$ cat config.mk
export PLATFORM = sky130hd
export DESIGN_NAME = capture_pair_frequency_meter_core
export DESIGN_NICKNAME = d
export VERILOG_FILES = /design/src/design/cpfm_pkg.sv /design/src/design/cpfm_divider.sv /design/src/design/capture_pair_frequency_meter_core.sv
export SDC_FILE = /design/constraint.sdc
export NUM_CORES = 1
export LEC_CHECK = 0
export BUFFER_PORTS_ARGS = -buffer_cell sky130_fd_sc_hd__buf_4
export CAP_MARGIN = 20
export CORE_ASPECT_RATIO = 1.4
export CORE_UTILIZATION = 40
export CTS_BUF_LIST = sky130_fd_sc_hd__clkbuf_2
export DETAILED_ROUTE_END_ITERATION = 7
export MAX_ROUTING_LAYER = met4
export PLACE_DENSITY = 0.68
export SETUP_SLACK_MARGIN = 0.3
export SLEW_MARGIN = 20
export SYNTH_ARGS = -nofsm -noshare
export SYNTH_HDL_FRONTEND = slang
export SYNTH_SLANG_ARGS = --single-unit
$ cat constraint.sdc
create_clock -name clk -period 3.9 [get_ports clk]
set_clock_uncertainty 0.05 [all_clocks]
set_input_delay 0.585 -clock clk [delete_from_list [all_inputs] [get_ports clk]]
set_output_delay 0.585 -clock clk [all_outputs]
set_load 0.1 [all_outputs]
$ cat src/design/cpfm_pkg.sv
// Shared types and constants of the capture-pair frequency meter.
`timescale 1ns / 1ps
`default_nettype none

package cpfm_pkg;

  localparam int unsigned STAMP_W  = 16;
  localparam int unsigned PERIOD_W = 17;
  localparam int unsigned RATE_W   = 24;
  localparam int unsigned CFG_IDX_W = 2;
  localparam int unsigned DIV_CNT_W = $clog2(RATE_W);

  localparam logic [STAMP_W-1:0] TOP_RESET  = 16'd1388;
  localparam logic [RATE_W-1:0]  RATE_RESET = 24'(16000000 / 256);

  localparam logic [CFG_IDX_W-1:0] REG_COUNTER_TOP  = 2'd0;
  localparam logic [CFG_IDX_W-1:0] REG_TICK_RATE_HZ = 2'd1;

  localparam logic KIND_CAPTURE = 1'b0;
  localparam logic KIND_RESTART = 1'b1;

  typedef struct packed {
    logic               kind;
    logic [STAMP_W-1:0] capture_value;
  } in_t;

  typedef struct packed {
    logic [PERIOD_W-1:0] period_ticks;
    logic [RATE_W-1:0]   frequency_hz;
  } out_t;

  typedef struct packed {
    logic busy;
    logic done;
  } div_stat_t;

endpackage

`default_nettype wire

$ cat src/design/cpfm_divider.sv
// Bit-serial restoring divider: one quotient bit per clock cycle.
`timescale 1ns / 1ps
`default_nettype none

module cpfm_divider (
  input  wire                               clk,
  input  wire                               rst_n,
  input  wire                               start,
  input  wire  [cpfm_pkg::RATE_W-1:0]       dividend,
  input  wire  [cpfm_pkg::PERIOD_W-1:0]     divisor,
  output cpfm_pkg::div_stat_t               stat,
  output logic [cpfm_pkg::RATE_W-1:0]       quotient
);

  typedef enum logic {
    D_IDLE,
    D_RUN
  } dstate_t;

  localparam logic [cpfm_pkg::DIV_CNT_W-1:0] LAST_STEP =
    cpfm_pkg::DIV_CNT_W'(cpfm_pkg::RATE_W - 1);

  dstate_t                            state_r, state_nxt;
  logic [cpfm_pkg::DIV_CNT_W-1:0]     cnt_r, cnt_nxt;
  logic [cpfm_pkg::PERIOD_W-1:0]      rem_r, rem_nxt;
  logic [cpfm_pkg::PERIOD_W-1:0]      dvs_r, dvs_nxt;
  logic [cpfm_pkg::RATE_W-1:0]        quo_r, quo_nxt;
  logic                               done_r, done_nxt;

  logic [cpfm_pkg::PERIOD_W:0]        trial;
  logic [cpfm_pkg::PERIOD_W:0]        diff;
  logic                               fits;

  // The partial remainder stays below the divisor, so the shifted trial value
  // needs one extra bit only.
  assign trial = {rem_r, quo_r[cpfm_pkg::RATE_W-1]};
  assign diff  = trial - {1'b0, dvs_r};
  assign fits  = (trial >= {1'b0, dvs_r});

  always_comb begin
    state_nxt = state_r;
    cnt_nxt   = cnt_r;
    rem_nxt   = rem_r;
    dvs_nxt   = dvs_r;
    quo_nxt   = quo_r;
    done_nxt  = 1'b0;
    unique case (state_r)
      D_IDLE: begin
        if (start) begin
          state_nxt = D_RUN;
          cnt_nxt   = '0;
          rem_nxt   = '0;
          dvs_nxt   = divisor;
          quo_nxt   = dividend;
        end
      end
      D_RUN: begin
        rem_nxt = fits ? diff[cpfm_pkg::PERIOD_W-1:0] : trial[cpfm_pkg::PERIOD_W-1:0];
        quo_nxt = {quo_r[cpfm_pkg::RATE_W-2:0], fits};
        cnt_nxt = cnt_r + cpfm_pkg::DIV_CNT_W'(1);
        if (cnt_r == LAST_STEP) begin
          state_nxt = D_IDLE;
          done_nxt  = 1'b1;
        end
      end
      default: state_nxt = D_IDLE;
    endcase
  end

  always_ff @(posedge clk) begin
    if (!rst_n) begin
      state_r <= D_IDLE;
      done_r  <= 1'b0;
    end else begin
      state_r <= state_nxt;
      done_r  <= done_nxt;
    end
    cnt_r <= cnt_nxt;
    rem_r <= rem_nxt;
    dvs_r <= dvs_nxt;
    quo_r <= quo_nxt;
  end

  assign stat.busy = (state_r == D_RUN);
  assign stat.done = done_r;
  assign quotient  = quo_r;

`ifndef NO_ASSERTIONS
  a_done_after_run: assert property (@(posedge clk) disable iff (!rst_n)
    done_r |-> $past(state_r == D_RUN))
    else $error("divider finished without running");
`endif

endmodule

`default_nettype wire

$ cat src/design/capture_pair_frequency_meter_core.sv
// Top level of the capture-pair period and frequency meter.
`timescale 1ns / 1ps
`default_nettype none

// The block takes timer values captured on rising edges of a counter that
// runs from zero to counter_top and wraps. Captures are paired: the first of
// a pair is stored and the second yields the elapsed ticks, with one wrap
// counted as counter_top+1 ticks when the second capture is not above the
// first. A restart transaction drops a half-finished pair. Each completed
// pair gives one result transaction carrying the period in ticks and the
// integer quotient tick_rate_hz / period_ticks; a zero period, which only
// out-of-range captures can produce, reports a frequency of zero. Restart
// and first-capture transactions leave the block idle. A second capture
// launches the bit-serial divider, which produces one of the 24 quotient
// bits per cycle; the quotient then moves into the output register, and
// in_stall stays high from the launch until the quotient has moved, also
// while it waits. The output register lets a division run while an earlier
// result still waits to be taken; a finished quotient is held until that
// register is free. The configuration registers are written through
// cfg_we, cfg_index and cfg_wdata; indexes beyond the two registers are
// ignored, and writes are expected only while the block is idle.

module capture_pair_frequency_meter_core (
  input  wire                                clk,
  input  wire                                rst_n,
  input  wire                                in_valid,
  output logic                               in_stall,
  input  cpfm_pkg::in_t                      in_data,
  output logic                               out_valid,
  input  wire                                out_stall,
  output cpfm_pkg::out_t                     out_data,
  input  wire                                cfg_we,
  input  wire  [cpfm_pkg::CFG_IDX_W-1:0]     cfg_index,
  input  wire  [cpfm_pkg::RATE_W-1:0]        cfg_wdata
);

  typedef enum logic [1:0] {
    S_IDLE,
    S_DIV,
    S_HOLD
  } state_t;

  state_t                          state_r, state_nxt;
  logic                            phase_r, phase_nxt;
  logic [cpfm_pkg::STAMP_W-1:0]    first_r, first_nxt;
  logic [cpfm_pkg::PERIOD_W-1:0]   period_r, period_nxt;
  logic                            out_valid_r, out_valid_nxt;
  cpfm_pkg::out_t                  out_r, out_nxt;
  logic                            start_r, start_nxt;

  logic [cpfm_pkg::STAMP_W-1:0]    top_r;
  logic [cpfm_pkg::RATE_W-1:0]     rate_r;

  cpfm_pkg::div_stat_t             div_stat;
  logic [cpfm_pkg::RATE_W-1:0]     div_quo;

  logic                            in_acc;
  logic                            out_free;
  logic                            load_out;
  logic [cpfm_pkg::PERIOD_W-1:0]   pair_period;

  // Configuration registers.
  always_ff @(posedge clk) begin
    if (!rst_n) begin
      top_r  <= cpfm_pkg::TOP_RESET;
      rate_r <= cpfm_pkg::RATE_RESET;
    end else if (cfg_we) begin
      unique case (cfg_index)
        cpfm_pkg::REG_COUNTER_TOP:  top_r  <= cfg_wdata[cpfm_pkg::STAMP_W-1:0];
        cpfm_pkg::REG_TICK_RATE_HZ: rate_r <= cfg_wdata;
        default: ;
      endcase
    end
  end

  // Elapsed ticks between the stored and the new capture. When the new
  // capture is not above the stored one, a full wrap of counter_top+1 ticks
  // is added; the sum is taken modulo 2^17.
  always_comb begin
    if (first_r < in_data.capture_value) begin
      pair_period = {1'b0, in_data.capture_value} - {1'b0, first_r};
    end else begin
      pair_period = {1'b0, top_r} + {{(cpfm_pkg::PERIOD_W-1){1'b0}}, 1'b1}
                    + {1'b0, in_data.capture_value} - {1'b0, first_r};
    end
  end

  assign in_acc   = in_valid && !in_stall;
  assign out_free = !out_valid_r || !out_stall;

  // The quotient moves to the output once the division is over and the
  // output register is empty or being emptied in this cycle.
  assign load_out = ((state_r == S_DIV && div_stat.done) || state_r == S_HOLD) && out_free;

  always_comb begin
    state_nxt     = state_r;
    phase_nxt     = phase_r;
    first_nxt     = first_r;
    period_nxt    = period_r;
    start_nxt     = 1'b0;
    out_nxt       = out_r;
    out_valid_nxt = out_valid_r && out_stall;
    unique case (state_r)
      S_IDLE: begin
        if (in_acc) begin
          if (in_data.kind == cpfm_pkg::KIND_RESTART) begin
            phase_nxt = 1'b0;
          end else if (!phase_r) begin
            first_nxt = in_data.capture_value;
            phase_nxt = 1'b1;
          end else begin
            phase_nxt  = 1'b0;
            period_nxt = pair_period;
            start_nxt  = 1'b1;
            state_nxt  = S_DIV;
          end
        end
      end
      S_DIV: begin
        if (div_stat.done) begin
          state_nxt = out_free ? S_IDLE : S_HOLD;
        end
      end
      S_HOLD: begin
        if (out_free) begin
          state_nxt = S_IDLE;
        end
      end
      default: state_nxt = S_IDLE;
    endcase
    if (load_out) begin
      out_valid_nxt        = 1'b1;
      out_nxt.period_ticks = period_r;
      out_nxt.frequency_hz = (period_r == '0) ? '0 : div_quo;
    end
  end

  always_ff @(posedge clk) begin
    if (!rst_n) begin
      state_r     <= S_IDLE;
      phase_r     <= 1'b0;
      start_r     <= 1'b0;
      out_valid_r <= 1'b0;
    end else begin
      state_r     <= state_nxt;
      phase_r     <= phase_nxt;
      start_r     <= start_nxt;
      out_valid_r <= out_valid_nxt;
    end
    first_r  <= first_nxt;
    period_r <= period_nxt;
    out_r    <= out_nxt;
  end

  cpfm_divider u_div (
    .clk      (clk),
    .rst_n    (rst_n),
    .start    (start_r),
    .dividend (rate_r),
    .divisor  (period_r),
    .stat     (div_stat),
    .quotient (div_quo)
  );

  assign in_stall  = (state_r != S_IDLE);
  assign out_valid = out_valid_r;
  assign out_data  = out_r;

`ifndef NO_ASSERTIONS
  a_done_in_div: assert property (@(posedge clk) disable iff (!rst_n)
    div_stat.done |-> (state_r == S_DIV))
    else $error("divider result arrived outside a division");

  a_pair_starts_div: assert property (@(posedge clk) disable iff (!rst_n)
    (in_acc && in_data.kind == cpfm_pkg::KIND_CAPTURE && phase_r) |=>
      (state_r == S_DIV && start_r))
    else $error("completed pair did not launch a division");

  a_zero_period: assert property (@(posedge clk) disable iff (!rst_n)
    (out_valid_r && out_r.period_ticks == '0) |-> (out_r.frequency_hz == '0))
    else $error("zero period reported a nonzero frequency");

  a_div_quiet_when_idle: assert property (@(posedge clk) disable iff (!rst_n)
    (state_r == S_IDLE) |-> !div_stat.busy)
    else $error("divider running while the block accepts input");
`endif

endmodule

`default_nettype wire
==> results.sh <==
export IMPL_ys_seq_area_frac=0.511
export IMPL_grt_ovfl_total=0
export IMPL_clock_path_buffers=2
export IMPL_wirelength_um=21500
export IMPL_vdd_drop_max_mv=0.244
export IMPL_viasPerCell=5.04
export IMPL_clock_latency_ps=800
export IMPL_synth_mux_area_frac=0.0425
export IMPL_cts_root_buf="clkbuf_2"
export IMPL_synth_top_area_cell="edfxtp_1"
export IMPL_setup_violations=0
export IMPL_ys_seq_elements=184
export IMPL_dieArea_sq_um=25400
export IMPL_synthTopCellsByArea="edfxtp_1 42%, dfxtp_1 9.5%, ha_1 6.6%"
export IMPL_path_max_fanout=5
export IMPL_grt_total_usage=0.183
export IMPL_synth_nets=1032
export IMPL_min_period_ps=3030
export IMPL_tritoncts="built"
export IMPL_tightestPinTransition_ps=1080
export IMPL_async_reset_ff_frac=0
export IMPL_synth_edf_count=137
export IMPL_synthXorXnorAreaFrac=0.0372
export IMPL_synth_main_ff_cell="edfxtp_1"
export IMPL_slowest_stage="fa_1"
export IMPL_grt_pass1_vias=6982
export IMPL_nFillCells=2248
export IMPL_syn_avg_cell_area_sq_um=10.8
export IMPL_drt_pass1_iterations=5
export IMPL_relSlewSlack=0.274
export IMPL_multi_input_area_sq_um=4380
export IMPL_path_cells="dlygate4sd3_1 -> buf_4 -> inv_1 -> fa_1 -> inv_1 -> ha_1 -> a21o_1 -> a221o_1 -> a211oi_1 -> a211oi_1 -> nor2_1 -> xor2_1 -> mux2_1"
export IMPL_drtIter0Drc=301
export IMPL_seqCellArea_sq_um=5050
export IMPL_rsz0062_at_grt="false"
export IMPL_yosys_area_share_simple=0.125
export IMPL_reg2reg_slack_ps=900
export IMPL_crit_path_start_kind="primary input"
export IMPL_drive_gt1_frac=0.161
export IMPL_start_util=0.410
export IMPL_rows=67
export IMPL_ant_nets=0
export IMPL_cts_max_level=4
export IMPL_antenna_found_initial=1
export IMPL_pin_count=91
export IMPL_pwr_share_clk=0.295
export IMPL_num_nets_final=1165
export IMPL_synth_compound_area_frac=0.133
export IMPL_p_sw_w=0.00110
export IMPL_critical_path_class="in2reg"
export IMPL_io_buffers=90
export IMPL_drc_errors=0
export IMPL_die_w_um=135
export IMPL_synth_top_area_frac=0.416
export IMPL_post_dp_hpwl_um=15900
export IMPL_worstSetupEndpointType="flop"
export IMPL_maxCapViolations=0
export IMPL_power_leakage_nw=4.85
export IMPL_syn_to_final_growth_pct=18.1
export IMPL_fin_crit_sh=0.777
export IMPL_gp_congestion=0.885
export IMPL_clk_pin_slew_ps=290
export IMPL_numCtsBuffers=17
export IMPL_setup_tns_ps=0
export IMPL_combinationalPowerShare=0.171
export IMPL_syn_inst=914
export IMPL_clock_sinks=184
export IMPL_cp_required_ps=4460
export IMPL_synth_top_family_by_area="compound AO/OA/AOI/OAI gates"
export IMPL_p_total_w=0.00408
export IMPL_slew_viol_final=0
export IMPL_grt_first_pass_wirelength_um=34300
export IMPL_via_count=6905
export IMPL_critPathArrivalTime_ps=3590
export IMPL_clock_fmax_ghz=0.330
export IMPL_synthesis_area_sq_um=9900
export IMPL_p_per_area_nw_per_um2=349
export IMPL_min_path_type="in2reg"
export IMPL_status="complete, no violations"
export IMPL_synth_warnings=0
export IMPL_post_cts_buffers=0
export IMPL_grt_max_degree=50
export IMPL_seqPwrFrac=0.534
export IMPL_p_sw_frac=0.271
export IMPL_internal_power_w=0.00297
export IMPL_crit_path_max_incr_delay_ps=530
export IMPL_hold_viol=0
export IMPL_ys_types=64
export IMPL_synth_fa_ha_area_frac=0.102
export IMPL_wl_per_cell_um=15.7
export IMPL_fp_coreArea_sq_um=24100
export IMPL_die_h_um=188
layer usage:
metal / GRT usage / vias up / part of all wire
li1: - / 3456 / -
met1: 0.197 / 3294 / 0.41
met2: 0.322 / 109 / 0.53
met3: 0.0262 / 46 / 0.023
met4: 0.0929 / 0 / 0.041
met5: - / - / 0
critical path: cells and delay by family:
kind,cells,cell delay (ps)
AO/OA/AOI/OAI,4,950
adder cells (fa/ha/maj),2,880
buffers and inverters,4,720
multiplexers,1,270
AND/OR/NAND/NOR,1,120
XOR/XNOR,1,70
sequential cells by signal, summed over array words and instances, names as in the netlist, 2 cells and up:
| signal | cells |
|---|---|
| period_r | 17 |
| out_data | 41 |
| first_r | 16 |
| top_r | 16 |
| state_r | 2 |
| u_div.dvs_r | 17 |
| u_div.cnt_r | 5 |
| rate_r | 24 |
| u_div.rem_r | 17 |
| u_div.quotient | 24 |
synth_stat cells, types with 3 or more instances:
| library cell | n |
|---|---|
| and2_1 | 6 |
| a21o_1 | 18 |
| clkbuf_1 | 21 |
| nand3_1 | 16 |
| ha_1 | 52 |
| a21oi_1 | 49 |
| mux2_2 | 23 |
| edfxtp_1 | 137 |
| buf_1 | 3 |
| nand4_1 | 5 |
| nand2_1 | 109 |
| nand2b_1 | 4 |
| o22ai_1 | 3 |
| a211oi_1 | 6 |
| nor2b_1 | 42 |
| xnor2_1 | 23 |
| mux2i_1 | 15 |
| nor2_1 | 37 |
| and3_1 | 7 |
| nor3_1 | 5 |
| xor2_1 | 19 |
| o21a_1 | 14 |
| a31oi_1 | 7 |
| o211ai_1 | 9 |
| dfxtp_1 | 47 |
| inv_1 | 105 |
| a21boi_0 | 30 |
| nor4_1 | 6 |
| fa_1 | 18 |
| o21ai_0 | 31 |
| nor3b_1 | 3 |
repair_timing:
| item | 4_1_cts | 5_1_grt |
|---|---|---|
| hold endpoints to repair | 58 | 0 |
| resized for setup | 0 | 0 |
| hold buffers | 41 | 0 |
placed cells by master, fill, tap and decap left out, types with 31 or more instances in the layout:
| master | n |
|---|---|
| nor2_1 | 37 |
| a21oi_1 | 49 |
| dfxtp_1 | 47 |
| nor2b_1 | 41 |
| nand2_1 | 109 |
| edfxtp_1 | 137 |
| inv_1 | 105 |
| ha_1 | 52 |
| buf_4 | 99 |
| o21ai_0 | 31 |
| dlygate4sd3_1 | 41 |
cell families after synthesis:
kind of cell	count (synthesis)
AO/OA/AOI/OAI	194
flip-flops	184
multiplexers	39
adder cells (fa/ha/maj)	70
AND/OR/NAND/NOR	254
buffers and inverters	131
XOR/XNOR	42
power groups by stage:
stage | Clock, W | Sequential (W) | Combinational [W]
5_1_grt | 0.00131 | 0.00218 | 0.000776
3_5_place_dp | 0 | 0.00222 | 0.000661
4_1_cts | 0.00123 | 0.00218 | 0.000697
2_1_floorplan | 0 | 0.00221 | 0.000489
6_report | 0.00120 | 0.00218 | 0.000697
3_3_place_gp | 0 | 0.00222 | 0.000651
through the flow:
| step | instance area [sq um] | hold slack, ps | setup slack (ps) | util | instances |
|---|---|---|---|---|---|
| floorplan | 9900 | 387 | 603 | - | 914 |
| global placement | 11000 | 398 | 590 | 0.454 | 1297 |
| detailed placement | 11000 | 405 | 525 | 0.454 | 1297 |
| CTS | 11700 | 13.0 | 882 | 0.484 | 1370 |
| global route | 11700 | 9.66 | 673 | 0.484 | 1371 |
| finish | 11700 | 84.0 | 868 | 0.484 | 1371 |
worst paths after layout:
path          startpoint      endpoint  cells after the start
max reg2reg  first_r[12]  period_r[16]                     10
min reg2reg   rate_r[21]    rate_r[21]                      2
max          in_data[12]  period_r[16]                     13
min          in_data[16]       start_r                      3
layout make-up:
cell class              count  area share
diodes                      1    0.000214
clock buffers              17     0.00728
clock inverters            15      0.0200
inverters                 105      0.0337
multi-input cells         599       0.374
flip-flops and latches    184       0.432
well taps                 310      0.0332
repair buffers            140      0.0987
Power figures use the tool's default switching activity.
